## src/rtl/gpr_pkg.sv

```systemverilog
`timescale 1ns / 1ps
// Shared types, constants and helper functions of the pyramid reduce block.
// No dependencies; the register file, line store, divider and top level import this package.
package gpr_pkg;

  localparam int MAX_WIDTH  = 2048;
  localparam int PIXEL_BITS = 16;
  localparam int LINE_COUNT = 4;
  localparam int COL_W      = $clog2(MAX_WIDTH);
  localparam int LINE_W     = $clog2(LINE_COUNT);
  localparam int ADDR_W     = COL_W + LINE_W;
  localparam int ROW_W      = 16;
  localparam int VS_W       = 21;  // one column sum: up to 20 * max pixel
  localparam int S_W        = 25;  // full 5x5 sum: up to 400 * max pixel
  localparam int WT_W       = 5;   // weight of a clipped 1-D window
  localparam int TOT_W      = 9;   // product of two window weights

  typedef struct packed {
    logic [COL_W-1:0] w_last;
    logic [ROW_W-1:0] h_last;
    logic             row_phase;
    logic             col_phase;
    logic             restart;
  } cfg_t;

  // Centres whose clipped window ends at the current position, given as
  // distance back from that position, in ascending centre order.
  typedef struct packed {
    logic [1:0] n;
    logic [1:0] e0;
    logic [1:0] e1;
  } cent_t;

  function automatic logic [3:0] tap_of(logic [2:0] idx);
    logic [3:0] t;
    case (idx)
      3'd0:    t = 4'd1;
      3'd1:    t = 4'd5;
      3'd2:    t = 4'd8;
      3'd3:    t = 4'd5;
      3'd4:    t = 4'd1;
      default: t = 4'd0;
    endcase
    return t;
  endfunction

  function automatic cent_t centres(logic [15:0] p, logic [15:0] last, logic phase);
    cent_t      res;
    logic [1:0] n;
    res = '0;
    n   = 2'd0;
    if (p >= 16'd2 && p[0] == phase) begin
      res.e0 = 2'd2;
      n      = 2'd1;
    end
    if (p == last) begin
      if (p >= 16'd1 && p[0] != phase) begin
        if (n == 2'd0) res.e0 = 2'd1;
        else res.e1 = 2'd1;
        n = n + 2'd1;
      end
      if (p[0] == phase && n < 2'd2) begin
        if (n == 2'd0) res.e0 = 2'd0;
        else res.e1 = 2'd0;
        n = n + 2'd1;
      end
    end
    res.n = n;
    return res;
  endfunction

endpackage

```

## src/rtl/gpr_divider.sv

```systemverilog
`timescale 1ns / 1ps
// Restoring divider, one quotient bit per cycle, for the normalising division.
// Depends on gpr_pkg.
module gpr_divider (
  input  logic                       clk_i,
  input  logic                       rst_ni,
  input  logic                       start_i,
  input  logic [gpr_pkg::S_W-1:0]    num_i,
  input  logic [gpr_pkg::TOT_W-1:0]  den_i,
  output logic                       done_o,
  output logic [15:0]                quot_o
);
  import gpr_pkg::*;

  localparam int CNT_W = $clog2(S_W + 1);

  logic [S_W-1:0]   num_q;
  logic [TOT_W-1:0] den_q, rem_q, rem_d;
  logic [TOT_W:0]   rem_sh;
  logic [CNT_W-1:0] cnt_q;
  logic             busy_q, done_q, qbit;

  always_comb begin
    rem_sh = {rem_q, num_q[S_W-1]};
    qbit   = (rem_sh >= {1'b0, den_q});
    rem_d  = qbit ? TOT_W'(rem_sh - {1'b0, den_q}) : rem_sh[TOT_W-1:0];
  end

  always_ff @(posedge clk_i or negedge rst_ni) begin
    if (!rst_ni) begin
      busy_q <= 1'b0;
      done_q <= 1'b0;
      cnt_q  <= '0;
    end else begin
      done_q <= 1'b0;
      if (start_i) begin
        busy_q <= 1'b1;
        cnt_q  <= CNT_W'(S_W);
      end else if (busy_q) begin
        cnt_q <= cnt_q - 1'b1;
        if (cnt_q == CNT_W'(1)) begin
          busy_q <= 1'b0;
          done_q <= 1'b1;
        end
      end
    end
  end

  // The quotient bits shift in behind the numerator bits as they are used.
  always_ff @(posedge clk_i) begin
    if (start_i) begin
      num_q <= num_i;
      den_q <= den_i;
      rem_q <= '0;
    end else if (busy_q) begin
      num_q <= {num_q[S_W-2:0], qbit};
      rem_q <= rem_d;
    end
  end

  assign done_o = done_q;
  assign quot_o = num_q[15:0];

endmodule

```

## config.mk

```make
export PLATFORM = sky130hd
export DESIGN_NAME = gpr_divider
export DESIGN_NICKNAME = d
export VERILOG_FILES = /design/src/rtl/gpr_pkg.sv /design/src/rtl/gpr_divider.sv
export SDC_FILE = /design/constraint.sdc
export NUM_CORES = 1
export LEC_CHECK = 0
export ABC_AREA = 1
export BUFFER_PORTS_ARGS = -buffer_cell sky130_fd_sc_hd__buf_2
export CORE_MARGIN = 1.5
export CORE_UTILIZATION = 55
export DETAILED_ROUTE_END_ITERATION = 8
export GPL_ROUTABILITY_DRIVEN = 0
export PLACE_DENSITY = 0.85
export SLEW_MARGIN = 20
export SYNTH_ARGS = -nofsm -noshare
export SYNTH_HDL_FRONTEND = slang
export SYNTH_SLANG_ARGS = --single-unit
```

## constraint.sdc

```tcl
create_clock -name clk_i -period 2 [get_ports clk_i]
set_input_delay 0.4 -clock clk_i [delete_from_list [all_inputs] [get_ports clk_i]]
set_output_delay 0.4 -clock clk_i [all_outputs]
set_load 0.005 [all_outputs]
```

[After elaboration in Yosys (flattened, before gate mapping)]
Index checks and enable logic that the tools add are counted.
Word-level totals
  input bits: 37
  word-level logic and storage cells: 22
  output and inout bits: 17
  flip-flop bits (word level): 50
Operators by class
  reductions and logical operators: 1
  $add $sub $neg: 2
  magnitude comparators: 1
  mux-type cells: 11
  eq/ne operators: 1
Operators with widths (number)
  two-way mux 25 bit: 2
  greater-or-equal comparator 10 x 9 -> 1 bit: 1
  two-way mux 5 bit: 2
  two-way mux 9 bit: 1
  subtractor 9 bit: 1
  two-way mux 1 bit: 6
  == test 5 x 1 -> 1 bit, second input constant: 1
  subtractor 5 x 1 -> 5 bit, second input constant: 1
  nonzero test 2 bit: 1

[Longest topological paths before layout]
  depth in word-level cells: 4
  gate-level depth with buffers: 13
  depth with buffers taken out: 13

[Worst setup path before layout]
Ideal clock, no wire load.
  path kind: register to register
  start: register num_q[24]
  end: register num_q[0] (data pin)
  setup time: 0.262 ns
  required time: 1.738 ns
  path buffers: 1
  clock period less this slack: 1.753 ns
  arrival: 1.492 ns
  setup slack: 0.247 ns
  cell stages (with the launch flop): 12
  cell sequence: edfxtp_1 > inv_1 > ha_1 > inv_1 > fa_1 > nand2_1 > nand2_2 > nand3_2 > nand2_2 > nand2_2 > buf_6 > a31oi_1
Between the ends
  word-level cells in the longest chain between the ends: 3
Ends and longest elaborated chain
  start, declared: RTL line gpr_divider.sv:17  | logic [S_W-1:0] num_q;
  start signal, assigned: RTL line gpr_divider.sv:52  | num_q <= num_i;
  start signal, assigned: RTL line gpr_divider.sv:56  | num_q <= {num_q[S_W-2:0], qbit};
  greater-or-equal comparator 10 x 9 -> 1 bit: RTL line gpr_divider.sv:25  | qbit = (rem_sh >= {1'b0, den_q});
  two-way mux 25 bit: RTL line gpr_divider.sv:55  | end else if (busy_q) begin
  two-way mux 25 bit: RTL line gpr_divider.sv:51  | if (start_i) begin
Every way passes these cells. The select of a mux whose other input is x is not followed.
A chain may end at the register's enable or synchronous reset.

[Final worst setup path]
Ends and elaborated chain as after synthesis.

==> results.toml <==
[outcome]
status = "complete, no violations"

[clock_tree]
cts_sinks = 50
clk_pin_slew_ps = 100
clockRootBuffer = "clkbuf_8"
htreeDepth = 2
clock_tree.buffer_depth = 2
cts_buffers = 5
cts_tree = "built"
post_cts_buffers = 0
clk_latency_ps = 310

[synthesis]
synth_edf_count = 34
synth.most_common_cell = "nand2_1"
seq_area_frac_synth_pct = 51.12
synth_top_cell_area_share_pct = 37.92
yosys-top-cells-area = "edfxtp_1, nand2_1, dfxtp_1, dfrtp_1, ha_1"
synth_nets = 364
yosys-top-cells-count = "nand2_1, edfxtp_1, inv_1"
async_flop_share_pct = 14.00
synth.avg_cell_area_um2 = 8.548
yosysUniqueCellTypes = 30
synthCells = 315
ys_seq_elements = 50
ys.flop_type = "edfxtp_1"
yosys.area.top_type = "edfxtp_1"
yosysWarningCount = 0
syn_area_um2 = 2693

[global_routing]
overflow = 0
grt_pass1_wl_mm = 8.369
antenna_found_initial = 0
first_global_vias = 1975
grt_util_all_layers_pct = 20.34
grt_max_degree = 29

[placed_design]
port_buffers = 53
dp_hpwl_mm = 3.875
dp_cells = 417

[timing]
hold_viol = 0
slew_headroom_pct = 69.93
finalCriticalPeriod_ps = 1874
hold-worst-slack_ps = 259.1
fin_skew_ps = 13.96
maxSlewViolCount = 0
max_freq_ghz = 0.5337
period_share_pct = 93.69
tightest_slew_ps = 450.3
setup_viol = 0

[worst_setup_path]
end_kind = "register"
crit_chain = "inv_1 > ha_1 > inv_1 > fa_1 > nand2_1 > nand2_2 > nand3_2 > nand2_2 > nand2_2 > a31oi_1"
critPathMostFrequentCell = "nand2_2"
critPathRequiredTime_ps = 2050
worstSetupStartpoint = "num_q[24]"
slowest_stage = "fa_1"
rr_startpoint = "num_q[24]"
crit_path_start_kind = "register"
max_stage_delay_ps = 400
crit_arrival_ps = 1920
criticalPathCategory = "reg -> reg"
crit_fanout = 5

[layout]
stdcell_count = 427
multi_input_area_um2 = 1044
nNetsFinal = 408
diodes = 0
fill_cells = 389
syn_to_final_growth_pct = 13.20
drive_gt1_share_pct = 21.94
register_area_um2 = 1376

[floorplanning]
die_x_um = 72.97
row_count = 25
die_h_um = 72.97
dieArea_um2 = 5325
initial_utilization_pct = 57.01
io_pins = 54
core_um2 = 4723

[pwr]
internal_power_mw = 2.095
p_total_mw = 3.337
powerDensity_nw_per_um2 = 1095
combinationalPowerShare_pct = 39.2
p_leak_nw = 1.604
swShare_pct = 37.22
irDropWorstVdd_v = 0.0006264
seqPwrFrac_pct = 41.9
switchingPower_mw = 1.242
pwr-share-clk_pct = 18.9

[routing]
drt_iter0_drc = 159
drc = 0
wirelength_mm = 5.325
wl_per_cell_um = 12.47
ant_nets = 0
viasPerCell = 4.951
first_pass_iters = 4
via_count = 2114

[worst_hold_path]
min_from = "den_i[4]"
hp-class = "in -> reg"

[flow_run]
maxCapViolations = 0
==> stage by stage <==
| stage | setup WS (ps) | setup TNS, ps | area, µm² | util (%) |
|---|---|---|---|---|
| after floorplan | 247.0 | 0 | 2693 | - |
| after global placement | 127.5 | 0 | 2922 | 61.85 |
| after detailed placement | 58.52 | 0 | 2922 | 61.85 |
| after CTS | 47.99 | 0 | 3032 | 64.19 |
| after global routing | -13.87 | -41.84 | 3048 | 64.53 |
| final | 126.3 | 0 | 3048 | 64.53 |
==> critical path, delay by kind of cell (launching register included) <==
| kind | cells | cell delay [ps] |
|---|---|---|
| adder cells (fa/ha/maj) | 2 | 540 |
| AND/OR/NAND/NOR | 5 | 500 |
| flip-flops | 1 | 360 |
| buffers and inverters | 2 | 140 |
| AO/OA/AOI/OAI | 1 | 90 |
==> placed cells by master, fill, tap and decap left out, drive strengths merged, types with 7 or more instances in the layout <==
cell type | netlist | final
buf | 22 | 59
dfrtp | 7 | 7
nand3b | 9 | 9
nor2 | 14 | 14
nand3 | 17 | 17
inv | 32 | 32
ha | 11 | 11
nand2 | 137 | 138
a21oi | 7 | 7
dfxtp | 9 | 9
edfxtp | 34 | 34
==> sequential cells by signal, indices dropped and copies added (netlist names) <==
signal  flops
num_q      25
den_q       9
rem_q       9
cnt_q       5
busy_q      1
done_o      1
==> worst paths after layout <==
path	to	slack, ps	cells after the start
max	num_q[0]	130	10
min in group asynchronous	cnt_q[4]	430	2
min reg2reg	cnt_q[3]	480	1
max in group asynchronous	cnt_q[3]	1400	2
max reg2reg	num_q[0]	130	10
min	den_q[4]	260	1
==> final cells by class <==
| class | count | area share (%) |
|---|---|---|
| Timing Repair Buffer | 60 | 10.51 |
| Sequential cell | 50 | 45.16 |
| Tap cell | 67 | 2.750 |
| Clock buffer | 6 | 2.709 |
| Inverter | 33 | 4.064 |
| Clock inverter | 2 | 0.5747 |
| Multi-Input combinational cell | 209 | 34.24 |
==> logic make-up (layout without fill, tap and decap cells) <==
family,count (synthesis),in the layout,synth area share (%)
simple gates,180,181,28.81
buf+inv,57,101,10.73
flops,50,50,51.12
compound gates,13,13,2.509
fa+ha+maj,12,12,5.855
xor+xnor,3,3,0.9760
==> routing by layer <==
layer | GRT usage (%) | share of wire, %
met4 | 6.709 | 1.7
met2 | 36.09 | 51
met3 | 4.006 | 5.5
met1 | 24.80 | 42
met5 | 0 | 0
==> power by group through the flow <==
stage	logic (mW)	registers (mW)	clock network, mW
after floorplan	1.01	1.38	0
after global placement	1.19	1.41	0
after detailed placement	1.25	1.42	0
after CTS	1.25	1.40	0.643
after global routing	1.46	1.41	0.675
final	1.31	1.40	0.632
==> timing repair <==
action	4_1_cts	5_1_grt
hold buffers	1	0
gates resized for setup	0	2
endpoints found under the setup margin	0	9
endpoints found under the hold margin	7	0
Power figures use the tool's default switching activity.
