--- config.mk ---
export PLATFORM = sky130hd
export DESIGN_NAME = gpr_cfg_regs
export DESIGN_NICKNAME = d
export VERILOG_FILES = /design/src/rtl/gpr_pkg.sv /design/src/rtl/gpr_cfg_regs.sv
export SDC_FILE = /design/constraint.sdc
export NUM_CORES = 1
export LEC_CHECK = 0
export ABC_CLOCK_PERIOD_IN_PS = 6200
export BUFFER_PORTS_ARGS = -buffer_cell sky130_fd_sc_hd__buf_2
export CORE_ASPECT_RATIO = 0.5
export CORE_MARGIN = 1
export CORE_UTILIZATION = 51
export DETAILED_ROUTE_END_ITERATION = 10
export GPL_ROUTABILITY_DRIVEN = 1
export GPL_TIMING_DRIVEN = 0
export PLACE_DENSITY = 0.87
export SYNTH_ARGS = -nofsm -noshare
export SYNTH_HDL_FRONTEND = slang
export SYNTH_SLANG_ARGS = --single-unit
export TNS_END_PERCENT = 100
--- constraint.sdc ---
create_clock -name clk_i -period 6.2 [get_ports clk_i]
set_clock_uncertainty 0.05 [all_clocks]
set_input_delay 1.24 -clock clk_i [delete_from_list [all_inputs] [get_ports clk_i]]
set_output_delay 1.24 -clock clk_i [all_outputs]
set_load 0.01 [all_outputs]
--- src/rtl/gpr_pkg.sv ---
`timescale 1ns / 1ps
// Shared types, constants and helper functions of the pyramid reduce block.
// No dependencies; the register file, line store, divider and top level import this package.
package gpr_pkg;

  localparam int MAX_WIDTH  = 2048;
  localparam int PIXEL_BITS = 16;
  localparam int LINE_COUNT = 4;
  localparam int COL_W      = $clog2(MAX_WIDTH);
  localparam int LINE_W     = $clog2(LINE_COUNT);
  localparam int ADDR_W     = COL_W + LINE_W;
  localparam int ROW_W      = 16;
  localparam int VS_W       = 21;  // one column sum: up to 20 * max pixel
  localparam int S_W        = 25;  // full 5x5 sum: up to 400 * max pixel
  localparam int WT_W       = 5;   // weight of a clipped 1-D window
  localparam int TOT_W      = 9;   // product of two window weights

  typedef struct packed {
    logic [COL_W-1:0] w_last;
    logic [ROW_W-1:0] h_last;
    logic             row_phase;
    logic             col_phase;
    logic             restart;
  } cfg_t;

  // Centres whose clipped window ends at the current position, given as
  // distance back from that position, in ascending centre order.
  typedef struct packed {
    logic [1:0] n;
    logic [1:0] e0;
    logic [1:0] e1;
  } cent_t;

  function automatic logic [3:0] tap_of(logic [2:0] idx);
    logic [3:0] t;
    case (idx)
      3'd0:    t = 4'd1;
      3'd1:    t = 4'd5;
      3'd2:    t = 4'd8;
      3'd3:    t = 4'd5;
      3'd4:    t = 4'd1;
      default: t = 4'd0;
    endcase
    return t;
  endfunction

  function automatic cent_t centres(logic [15:0] p, logic [15:0] last, logic phase);
    cent_t      res;
    logic [1:0] n;
    res = '0;
    n   = 2'd0;
    if (p >= 16'd2 && p[0] == phase) begin
      res.e0 = 2'd2;
      n      = 2'd1;
    end
    if (p == last) begin
      if (p >= 16'd1 && p[0] != phase) begin
        if (n == 2'd0) res.e0 = 2'd1;
        else res.e1 = 2'd1;
        n = n + 2'd1;
      end
      if (p[0] == phase && n < 2'd2) begin
        if (n == 2'd0) res.e0 = 2'd0;
        else res.e1 = 2'd0;
        n = n + 2'd1;
      end
    end
    res.n = n;
    return res;
  endfunction

endpackage

--- src/rtl/gpr_cfg_regs.sv ---
`timescale 1ns / 1ps
// APB register file of the pyramid reduce block: frame size and phases.
// Depends on gpr_pkg.
module gpr_cfg_regs (
  input  logic               clk_i,
  input  logic               rst_ni,
  input  logic               psel,
  input  logic               penable,
  input  logic               pwrite,
  input  logic [3:0]         paddr,
  input  logic [31:0]        pwdata,
  output logic [31:0]        prdata,
  output logic               pready,
  output gpr_pkg::cfg_t      cfg_o
);
  import gpr_pkg::*;

  localparam logic [1:0] REG_WIDTH  = 2'd0;
  localparam logic [1:0] REG_HEIGHT = 2'd1;
  localparam logic [1:0] REG_RPHASE = 2'd2;
  localparam logic [1:0] REG_CPHASE = 2'd3;

  logic [11:0] width_q;
  logic [15:0] height_q;
  logic        rph_q, cph_q;
  logic        wr_en;

  assign pready = 1'b1;
  assign wr_en  = psel & penable & pwrite;

  always_ff @(posedge clk_i or negedge rst_ni) begin
    if (!rst_ni) begin
      width_q   <= 12'd640;
      height_q  <= 16'd480;
      rph_q     <= 1'b0;
      cph_q     <= 1'b0;
    end else begin
      if (wr_en) begin
        case (paddr[3:2])
          REG_WIDTH:  width_q  <= pwdata[11:0];
          REG_HEIGHT: height_q <= pwdata[15:0];
          REG_RPHASE: rph_q    <= pwdata[0];
          REG_CPHASE: cph_q    <= pwdata[0];
          default:    rph_q    <= rph_q;
        endcase
      end
    end
  end

  always_comb begin
    case (paddr[3:2])
      REG_WIDTH:  prdata = {20'd0, width_q};
      REG_HEIGHT: prdata = {16'd0, height_q};
      REG_RPHASE: prdata = {31'd0, rph_q};
      REG_CPHASE: prdata = {31'd0, cph_q};
      default:    prdata = 32'd0;
    endcase
  end

  // A width of zero counts as one column; widths above the line length saturate.
  // The frame restarts at the same edge as the register write.
  always_comb begin
    if (width_q == 12'd0) cfg_o.w_last = '0;
    else if ({1'b0, width_q} > 13'(MAX_WIDTH)) cfg_o.w_last = COL_W'(MAX_WIDTH - 1);
    else cfg_o.w_last = COL_W'(width_q - 12'd1);
    cfg_o.h_last    = (height_q == 16'd0) ? 16'd0 : height_q - 16'd1;
    cfg_o.row_phase = rph_q;
    cfg_o.col_phase = cph_q;
    cfg_o.restart   = wr_en;
  end

endmodule

* After elaboration in Yosys (flattened, before gate mapping)
Index checks and enable logic that the tools add are counted.
** Word-level totals
- Output and inout port bits :: 63
- Input bits :: 41
- Flip-flop bits (word level) :: 30
** Cells by class
- Equal/unequal tests :: 3
- Magnitude comparators :: 1
- Reduce and logical (&&, ||, !) cells :: 7
- Add/sub/neg operators :: 2
- Bitwise operators :: 2
- Mux-type cells :: 4
** Operators by type and width (count)
- 32-bit one-hot mux with 4 select lines :: 1
- 11-bit 2-to-1 mux :: 2
- 16-bit zero test :: 1
- 16-bit 2-to-1 mux :: 1
- 16-bit by 1-bit subtractor with 16-bit output, second input constant :: 1
- 12-bit greater-than comparator, second input constant :: 1
- 12-bit zero test :: 1
- 11-bit by 1-bit subtractor with 11-bit output, second input constant :: 1
- 2-bit AND reduction :: 4
- 2-bit equality test, second input constant :: 2
- 1-bit AND :: 2
- 2-bit by 1-bit equality test with 1-bit output, second input constant :: 1
- 2-bit zero test :: 1

* Longest topological paths before layout
Gate-level depths: netlist of run 1.
- Word-level depth :: 3
- Gate-level depth with buffers :: 7

* Least setup slack after synthesis of run 1
OpenSTA, ideal clock, no wires.
- Path type :: input-to-output
- From :: input paddr[3]
- To :: output prdata[0]
- Setup slack :: 2.919 ns
- Buffers on the path :: 1
- Arrival :: 1.991 ns
- Stages on the path :: 2
- Required time :: 4.910 ns
- Cells stage by stage :: buf_2 > mux4_1
** Between the ends
- Word-level cells in the longest chain between the ends :: 2
** Ends and longest elaborated chain
- from (decl) :: line gpr_cfg_regs.sv:10 : input logic [3:0] paddr,
- 2-bit equality test (tied with other cells) :: line gpr_cfg_regs.sv:51 : case (paddr[3:2])
- 32-bit one-hot mux with 4 select lines (*) :: line gpr_cfg_regs.sv:51
- to (decl) :: line gpr_cfg_regs.sv:12 : output logic [31:0] prdata,
Mark *: on every way between the ends. The rest lies on a longest branch, timed or not. The select of a mux whose other input is x is not followed.

==> results of run 1 <==
## per-layer routing
layer	GRT usage, %	part of all wire, %	up-vias
met1	31.9	45	913
met4	9.09	1.3	0
met3	5.50	7.5	8
li1	-	-	939
met2	38.8	46	76
met5	0	0	-
## per-stage QoR
step | std cells | setup slack [ps] | area, µm² | util [%]
after CTS | 377 | 2520 | 2750 | 68.4
after global placement | 369 | 2730 | 2670 | 66.4
after detailed placement | 369 | 2700 | 2670 | 66.4
after global routing | 377 | 2300 | 2750 | 68.4
after floorplan | 249 | 2920 | 2270 | -
final | 377 | 2510 | 2750 | 68.4
## area by class of cell
| type | instances | area share (%) |
|---|---|---|
| Sequential cell | 30 | 27.6 |
| Buffer | 31 | 7.46 |
| Inverter | 7 | 0.955 |
| Multi-Input combinational cell | 181 | 46.7 |
| Tap cell | 54 | 2.46 |
| Timing Repair Buffer | 66 | 12.0 |
| Clock buffer | 8 | 2.91 |
## state kept, by name (all words and copies together) (netlist names)
signal / flops
width_q: 12
height_q: 16
cph_q: 1
rph_q: 1
## power breakdown
part | internal [µW] | switching, µW
Clock | 79.6 | 70.8
Combinational | 177 | 188
Sequential | 249 | 71.7
Total | 506 | 331
## kinds of logic (layout without fill, tap and decap cells)
| family | after synthesis | after routing | share of synthesized area (%) |
|---|---|---|---|
| other | 2 | 17 | 0.339 |
| buffers and inverters | 38 | 112 | 10.4 |
| and+or+nand+nor | 87 | 87 | 22.3 |
| AOI/OAI and AO/OA | 21 | 21 | 5.81 |
| xor gates and xnor gates | 14 | 14 | 5.53 |
| DFF | 30 | 30 | 34.2 |
| adders and majority gates | 3 | 3 | 1.58 |
| muxes | 39 | 39 | 19.8 |
## how the worst min path moves through the flow
stage,end,startpoint,slack [ps]
6_report,cph_q,cph_q,500
5_1_grt,rph_q,rph_q,510
4_1_cts,cph_q,cph_q,500
3_5_place_dp,cph_q,cph_q,480
3_3_place_gp,rph_q,rph_q,470
2_1_floorplan,rph_q,rph_q,440
## cells in the final DEF, fill, tap and decap left out, types with 2 or more instances in the layout
cell type	n
nand3_2	2
dfrtp_1	24
nor2b_1	3
nand3_1	3
nand2b_1	4
nor3_1	5
o31ai_1	3
and2_1	5
a21o_1	2
a21oi_1	7
dfstp_2	6
xnor2_1	6
mux2i_1	13
clkbuf_8	5
o21ai_0	5
nor3_2	3
buf_2	71
nor2_1	30
or3_1	3
inv_1	7
ha_1	2
buf_4	22
clkbuf_1	7
nand2_1	15
mux2_2	25
xor2_1	8
conb_1	17
## worst max-delay path: cells and delay by family, from the launching register on
| kind | cells | cell delay (ps) |
|---|---|---|
| flip-flops | 1 | 430 |
| AND/OR/NAND/NOR | 2 | 860 |
| buffers and inverters | 2 | 250 |
| adder cells (fa/ha/maj) | 2 | 590 |
==> results.sh, run 1 <==
export IMPL_synth_avg_cell_area_um2=9.47
export IMPL_r2r_end="width_q[11]"
export IMPL_grt_remaining_overflow=0
export IMPL_cts_hold_buf=0
export IMPL_relSlewSlack_pct=50.6
export IMPL_pwr_density_cell_mw_per_mm2=304
export IMPL_max_vdd_ir_drop_mv=0.203
export IMPL_cts_sinks=30
export IMPL_fillers=323
export IMPL_drtAntennaViolNets=0
export IMPL_synth_ff_type="dfrtp_1"
export IMPL_synthArstFlopShare_pct=100
export IMPL_track_usage_pct=24.2
export IMPL_multiInputGateArea_mm2=0.00128
export IMPL_crit_required_ps=4910
export IMPL_min_period_ps=3690
export IMPL_grt_max_degree=31
export IMPL_worst_pin_slew_ps=731
export IMPL_max_stage_delay_ps=620
export IMPL_drv_max_cap_violation_count=0
export IMPL_rsz0062_at_grt="false"
export IMPL_r2r_cells=2
export IMPL_first_iter_violations=131
export IMPL_maxSlewViolCount=0
export IMPL_synth_top_cell_area_share_pct=27.1
export IMPL_cts_tree="built"
export IMPL_netlist_area_mm2=0.00222
export IMPL_finalSetupViolCount=0
export IMPL_syn_inst=234
export IMPL_synth_edf_count=0
export IMPL_clk_latency_ps=280
export IMPL_synthToLayoutAreaGrowth_pct=24.1
export IMPL_final_nets=365
export IMPL_crit_chain="inv_1 > ha_1 > nor4b_1 > nand3_2 > maj3_1 > buf_2"
export IMPL_start_util_pct=55.1
export IMPL_seqCellArea_um2=758
export IMPL_leakagePower_uw=0.00137
export IMPL_wl_per_cell_um=14.0
export IMPL_hold_violations=0
export IMPL_synth_seq_cells=30
export IMPL_diodes=0
export IMPL_postCtsSetupBuffers=0
export IMPL_synth_warnings=0
export IMPL_synth_distinct_cells=46
export IMPL_yosysSeqAreaShare_pct=34.2
export IMPL_postCtsResizedCells=0
export IMPL_worstSetupEndpointType="output port"
export IMPL_power_total_uw=837
export IMPL_min_path_type="reg2reg"
export IMPL_crit_type="reg2out"
export IMPL_vias_per_cell=5.14
export IMPL_core_mm2=0.00402
export IMPL_drc=0
export IMPL_startpoint="width_q[0]"
export IMPL_critPathSlowestCell="nor4b_1"
export IMPL_clock_tree_root_cell="clkbuf_8"
export IMPL_htreeDepth=2
export IMPL_yosys_area_top_type="dfrtp_1"
export IMPL_ios=104
export IMPL_tns_ps=0
export IMPL_dr_pass1_iters=4
export IMPL_arrival_ps=2400
export IMPL_hold_depth=1
export IMPL_finalHoldWorstSlack_ps=498
export IMPL_die_area_mm2=0.00463
export IMPL_status="completed"
export IMPL_vias=1936
export IMPL_finalWeightedCongestion=0.925
export IMPL_port_buffers=66
export IMPL_drive_above_1_share_pct=43.3
export IMPL_rrSetupSlack_ps=5130
export IMPL_synth_most_common_cell="nor2_1"
export IMPL_dp_final_hpwl_um=4100
export IMPL_grt_pass1_vias=1855
export IMPL_die_h_um=48.6
export IMPL_clk_pin_slew_worst_paths_ps=60
export IMPL_critPathMaxFanout=5
export IMPL_numCtsBuffers=5
export IMPL_clockBufferDepth=2
export IMPL_yosys_top_cells_count="30 x nor2_1, 25 x mux2_2, 24 x dfrtp_1"
export IMPL_finalCritPeriodShare_pct=59.5
export IMPL_antenna_found_initial=0
export IMPL_fmax_mhz=271
export IMPL_startpoint_type="flop"
export IMPL_timing_rr_start="width_q[11]"
export IMPL_totalWireLength_um=5270
export IMPL_die_x_um=95.2
export IMPL_grt_pass1_wl_um=8470
export IMPL_critPathCapture="cfg_o[20]"
export IMPL_rows=16
export IMPL_synthTopCellsByArea="dfrtp_1 27%, mux2_2 13%, buf_4 7.4%, dfstp_2 7.1%, mux2i_1 5.9%"
Note: power is estimated with default switching activity, not from simulation.
==> run 2, diff against run 1 <==
--- a/config.mk
+++ b/config.mk
@@ -5,15 +5,16 @@
 export SDC_FILE = /design/constraint.sdc
 export NUM_CORES = 1
 export LEC_CHECK = 0
-export ABC_CLOCK_PERIOD_IN_PS = 6200
+export ABC_AREA = 1
+export ABC_CLOCK_PERIOD_IN_PS = 3100
 export BUFFER_PORTS_ARGS = -buffer_cell sky130_fd_sc_hd__buf_2
 export CORE_ASPECT_RATIO = 0.5
 export CORE_MARGIN = 1
-export CORE_UTILIZATION = 51
+export CORE_UTILIZATION = 43
 export DETAILED_ROUTE_END_ITERATION = 10
 export GPL_ROUTABILITY_DRIVEN = 1
 export GPL_TIMING_DRIVEN = 0
-export PLACE_DENSITY = 0.87
+export PLACE_DENSITY = 0.78
 export SYNTH_ARGS = -nofsm -noshare
 export SYNTH_HDL_FRONTEND = slang
 export SYNTH_SLANG_ARGS = --single-unit
==> constraint.sdc (replaced) <==
create_clock -name clk_i -period 3.1 [get_ports clk_i]
set_clock_uncertainty 0.05 [all_clocks]
set_input_delay 0.62 -clock clk_i [delete_from_list [all_inputs] [get_ports clk_i]]
set_output_delay 0.62 -clock clk_i [all_outputs]
set_load 0.01 [all_outputs]
==> run 2 against run 1 <==
Net effect:
- combinational power rose by 120%
- area after synthesis rose by 0.45%
- wire length increased by 5.1%
- cell count up 28%
- power grew 100%
- clock-buffer cell count is 1 lower
- cell area is 1.9% higher
- via count grew 15%
==> results.sh, run 2 <==
export IMPL_status="completed"
export IMPL_final_common_cell="buf_2"
export IMPL_worst_pin_slew_ps=700
export IMPL_cts_tree="built"
export IMPL_critPathCapture="cfg_o[16]"
export IMPL_hold_violations=0
export IMPL_startpoint_type="flop"
export IMPL_seqCellArea_um2=758
export IMPL_fin_cells=483
export IMPL_tns_ps=0
export IMPL_postCtsSetupBuffers=0
export IMPL_drv_max_cap_violation_count=0
export IMPL_die_area_mm2=0.00549
export IMPL_fillers=523
export IMPL_netlist_area_mm2=0.00223
export IMPL_place_inst=475
export IMPL_regMostFlops="height_q"
export IMPL_dp_final_hpwl_um=4390
export IMPL_totalWireLength_um=5530
export IMPL_grt_pass1_vias=1895
export IMPL_top_regs="height_q: 16 flops, width_q: 12 flops"
export IMPL_clk_pin_slew_worst_paths_ps=70
export IMPL_yosys_area_top_type="dfrtp_1"
export IMPL_worstSetupEndpointType="output port"
export IMPL_antenna_found_initial=0
export IMPL_diodes=0
export IMPL_r2r_end="height_q[8]"
export IMPL_wl_per_cell_um=11.5
export IMPL_grt_pass1_wl_um=8750
export IMPL_finalSetupViolCount=0
export IMPL_die_x_um=104
export IMPL_crit_type="reg2out"
export IMPL_numCtsBuffers=5
export IMPL_startpoint="height_q[0]"
export IMPL_yosys_top_cells_count="64 x nand2_1, 51 x nor2_1, 42 x inv_1"
export IMPL_die_h_um=52.9
export IMPL_synth_top_cell_area_share_pct=27.0
export IMPL_vias=2228
export IMPL_htreeDepth=2
export IMPL_cts_sinks=30
export IMPL_final_cell_mix="74 x buf_2, 64 x nand2_1, 51 x nor2_1"
export IMPL_min_period_ps=2580
export IMPL_rrSetupSlack_ps=2250
export IMPL_max_vdd_ir_drop_mv=0.241
export IMPL_clock_tree_root_cell="clkbuf_8"
export IMPL_pwr_density_cell_mw_per_mm2=609
export IMPL_port_buffers=68
export IMPL_rsz0062_at_grt="false"
export IMPL_postCtsResizedCells=0
export IMPL_crit_required_ps=2430
export IMPL_min_path_type="in2async"
export IMPL_leakagePower_uw=0.00155
export IMPL_final_nets=455
export IMPL_syn_inst=322
export IMPL_synthToLayoutAreaGrowth_pct=25.8
export IMPL_fmax_mhz=387
export IMPL_yosysSeqAreaShare_pct=34.0
export IMPL_synth_most_common_cell="nand2_1"
export IMPL_rows=18
export IMPL_grt_remaining_overflow=0
export IMPL_synth_warnings=0
export IMPL_finalCritPeriodShare_pct=83.3
export IMPL_synthTopCellsByArea="dfrtp_1 27%, nand2_1 11%, nor2_1 8.6%, dfstp_2 7.1%, inv_1 7.1%"
export IMPL_grt_max_degree=31
export IMPL_track_usage_pct=20.6
export IMPL_first_iter_violations=137
export IMPL_drive_above_1_share_pct=31.0
export IMPL_relSlewSlack_pct=53.3
export IMPL_arrival_ps=1910
export IMPL_synth_distinct_cells=31
export IMPL_finalHoldWorstSlack_ps=330
export IMPL_drc=0
export IMPL_ios=104
export IMPL_synth_edf_count=0
export IMPL_start_util_pct=44.9
export IMPL_r2r_cells=2
export IMPL_finalWeightedCongestion=0.882
export IMPL_largest_register_ffs=16
export IMPL_timing_rr_start="height_q[8]"
export IMPL_dr_pass1_iters=4
export IMPL_drtAntennaViolNets=0
export IMPL_synth_avg_cell_area_um2=6.92
export IMPL_clockBufferDepth=2
export IMPL_critPathMaxFanout=10
export IMPL_maxSlewViolCount=0
export IMPL_vias_per_cell=4.61
export IMPL_clk_latency_ps=280
export IMPL_synth_ff_type="dfrtp_1"
export IMPL_multiInputGateArea_mm2=0.00116
export IMPL_core_mm2=0.00495
export IMPL_cts_hold_buf=0
export IMPL_synthArstFlopShare_pct=100
export IMPL_synth_seq_cells=30
## run 2: final cells by class
cell class	count	area share, %
Clock buffer	7	3.08
Timing Repair Buffer	68	12.1
Sequential cell	30	27.1
Tap cell	70	3.12
Buffer	28	7.01
Multi-Input combinational cell	234	41.4
Inverter	45	6.03
Clock inverter	1	0.179
## run 2: stage by stage
stage          cell area (µm²)  worst slack, ps  util, %  total power, µW
3_3_place_gp              2710              768     54.7             1370
2_1_floorplan             2280             1120        -             1110
3_5_place_dp              2710              777     54.7             1390
6_report                  2800              518     56.6             1710
4_1_cts                   2800              519     56.6             1710
5_1_grt                   2800              387     56.6             1850
## run 2: report_power, final
part | internal (µW) | switching [µW] | total (µW)
registers | 484 | 93.9 | 578
clock network | 179 | 147 | 326
logic | 325 | 476 | 801
total | 988 | 718 | 1710
## run 2: worst min path at each step
stage | endpoint | cells past startpoint | start | slack [ps]
6_report | width_q[11] | 1 | rst_ni | 330
5_1_grt | width_q[11] | 1 | rst_ni | 370
4_1_cts | width_q[11] | 1 | rst_ni | 340
3_5_place_dp | height_q[6] | 2 | height_q[6] | 440
3_3_place_gp | height_q[7] | 2 | height_q[7] | 430
2_1_floorplan | cph_q | 0 | rst_ni | 270
## run 2: worst max-delay path, stage by stage, from the launching register on
cell and delay, ps:
dfrtp_1 390, inv_1 140, ha_1 220, nand2_2 90, nor2_4 190, nand2_4 80
nor3_4 150, buf_6 170, nor2_1 70, buf_2 130
## run 2: kinds of logic (layout without fill, tap and decap cells)
| logic type | after synthesis | after routing | share of synthesized area [%] |
|---|---|---|---|
| AOI/OAI and AO/OA | 52 | 52 | 12.5 |
| xor gates and xnor gates | 14 | 14 | 5.51 |
| adders and majority gates | 2 | 2 | 1.12 |
| buffers and inverters | 73 | 149 | 16.4 |
| DFF | 30 | 30 | 34.0 |
| other | 2 | 17 | 0.337 |
| and+or+nand+nor | 149 | 149 | 30.1 |
## run 2: metal layers
metal  vias to the layer above  wire [µm]  GRT usage, %
met5                         -          0             0
li1                       1154          -             -
met2                        82       2350          33.3
met3                         8        449          4.31
met1                       984       2660          28.4
met4                         0         76          5.24
==> run 3, diff against run 2 <==
--- a/config.mk
+++ b/config.mk
@@ -6,7 +6,7 @@
 export NUM_CORES = 1
 export LEC_CHECK = 0
 export ABC_AREA = 1
-export ABC_CLOCK_PERIOD_IN_PS = 3100
+export ABC_CLOCK_PERIOD_IN_PS = 2300
 export BUFFER_PORTS_ARGS = -buffer_cell sky130_fd_sc_hd__buf_2
 export CORE_ASPECT_RATIO = 0.5
 export CORE_MARGIN = 1
==> constraint.sdc (replaced) <==
create_clock -name clk_i -period 2.3 [get_ports clk_i]
set_clock_uncertainty 0.05 [all_clocks]
set_input_delay 0.46 -clock clk_i [delete_from_list [all_inputs] [get_ports clk_i]]
set_output_delay 0.46 -clock clk_i [all_outputs]
set_load 0.01 [all_outputs]
==> run 3 against run 2 <==
Net effect:
- combinational power grew 69%
- register-to-register slack worse by 880 ps
- utilization rose by 5.7 points
- flip-flop and latch count did not move
- clock power is 38% higher
- global-route usage is 1.6 points higher
- critical path depth stayed put
- sequential power is 34% higher
- die area stayed put
==> results.sh, run 3 (synthesized netlist as in run 2, its figures left out) <==
export IMPL_finalCritPeriodShare_pct=99.1
export IMPL_port_buffers=68
export IMPL_drv_max_cap_violation_count=0
export IMPL_clockBufferDepth=2
export IMPL_post_route_util_pct=62.3
export IMPL_largest_register_ffs=16
export IMPL_core_mm2=0.00495
export IMPL_finalWeightedCongestion=0.882
export IMPL_htreeDepth=2
export IMPL_antenna_found_initial=0
export IMPL_track_usage_pct=22.2
export IMPL_drc=0
export IMPL_grt_pass1_vias=1997
export IMPL_place_area_mm2=0.00271
export IMPL_worstSetupEndpointType="output port"
export IMPL_finalSetupViolCount=0
export IMPL_grt_remaining_overflow=0
export IMPL_top_regs="height_q: 16 flops, width_q: 12 flops"
export IMPL_final_common_cell="buf_2"
export IMPL_clk_latency_ps=280
export IMPL_grtUsageMet3_pct=4.56
export IMPL_cts_tree="built"
export IMPL_die_area_mm2=0.00549
export IMPL_grt_pass1_wl_um=9400
export IMPL_grt_busiest_layer="met2"
export IMPL_regMostFlops="height_q"
export IMPL_place_inst=475
export IMPL_crit_required_ps=1790
export IMPL_wl_per_cell_um=12.5
export IMPL_relSlewSlack_pct=55.2
export IMPL_fmax_mhz=439
export IMPL_clock_tree_root_cell="clkbuf_8"
export IMPL_die_h_um=52.9
export IMPL_final_cell_mix="73 x buf_2, 61 x nand2_1, 43 x nor2_1"
export IMPL_drive_above_1_share_pct=39.1
export IMPL_dr_pass1_iters=5
export IMPL_worst_pin_slew_ps=672
export IMPL_totalWireLength_um=6320
export IMPL_rows=18
export IMPL_fin_cells=505
export IMPL_rsz0062_at_grt="true"
export IMPL_pwr_density_cell_mw_per_mm2=835
export IMPL_min_path_type="in2async"
export IMPL_critPathMaxFanout=5
export IMPL_ios=104
export IMPL_max_vdd_ir_drop_mv=0.345
export IMPL_crit_type="reg2out"
export IMPL_tns_ps=0
export IMPL_start_util_pct=44.9
export IMPL_drtAntennaViolNets=0
export IMPL_finalHoldWorstSlack_ps=155
export IMPL_grt_use_met1_pct=30.0
export IMPL_gr_usage_met2_pct=37.5
export IMPL_status="completed"
export IMPL_cts_sinks=30
export IMPL_startpoint_type="flop"
export IMPL_stdcell_area_mm2=0.00309
export IMPL_dp_final_hpwl_um=4390
export IMPL_first_iter_violations=221
export IMPL_synthToLayoutAreaGrowth_pct=38.5
export IMPL_die_x_um=104
export IMPL_arrival_ps=1770
export IMPL_maxSlewViolCount=0
export IMPL_min_period_ps=2280
export IMPL_final_nets=477
export IMPL_grt_max_degree=31
export IMPL_numCtsBuffers=5
export IMPL_leakagePower_uw=0.00169
export IMPL_vias_per_cell=4.78
export IMPL_vias=2413
export IMPL_hold_violations=0
export IMPL_diodes=0
export IMPL_clk_pin_slew_worst_paths_ps=70
-- run 3: changes by cell type in the layout (fill, tap and decap cells not counted), moves of 4 or more --
cell | previous run | this run
buf_4 | 20 | 40
nor2_1 | 51 | 43
nor2_2 | 3 | 8
inv_1 | 42 | 38
inv_2 | 2 | 6
nand2_4 | 1 | 5
nor2_4 | 5 | 9
-- run 3: routing by layer --
metal | vias up | part of all wire [%]
li1 | 1204 | -
met1 | 1058 | 45
met3 | 17 | 9.4
met5 | - | 0
met4 | 0 | 1.7
met2 | 134 | 44
-- run 3: layout make-up --
type	count	area, µm²
fillers	455	1870
multi-input cells	235	1270
flip-flops and latches	30	759
repair buffers	89	508
plain buffers	28	196
inverters	45	169
well taps	70	87.6
clock buffers	7	86.3
clock inverters	1	5.00
-- run 3: where the power goes --
| part | leakage, µW | internal [µW] | switching [µW] |
|---|---|---|---|
| clock | 0.0000482 | 241 | 208 |
| sequential | 0.000358 | 653 | 124 |
| combinational | 0.00129 | 585 | 765 |
-- run 3: repair_timing --
action	4_1_cts	5_1_grt
pin swaps	5	8
gates resized for setup	12	22
cloned	2	0
endpoints found under the setup margin	25	26
buffers inserted	14	6
hold buffers	0	0
-- run 3: worst paths after layout --
path	from	depth (start not counted)	to	slack, ps
setup / recovery	height_q[0]	9	cfg_o[10]	20
hold / removal	rst_ni	1	width_q[11]	150
setup reg to reg	height_q[5]	3	height_q[5]	1370
hold reg to reg	height_q[7]	2	height_q[7]	460
max in group asynchronous	rst_ni	1	height_q[2]	1560
min in group clk_i	pwdata[15]	3	height_q[15]	370
-- run 3: worst max-delay path, stage by stage (launching register included) --
cell and delay (ps):
dfrtp_1 380, inv_2 90, ha_4 150, nand2_4 50, nor2_4 130, nand2_4 70, nor3_4 230, buf_6 190
nor2_1 50, buf_2 140
-- run 3: through the flow --
step                      power [µW]  worst slack [ps]
after floorplan                 1500               476
after global placement          1850               188
after detailed placement        1870               194
after CTS                       2430             -5.39
after global routing            2750             -36.1
final                           2580              21.0
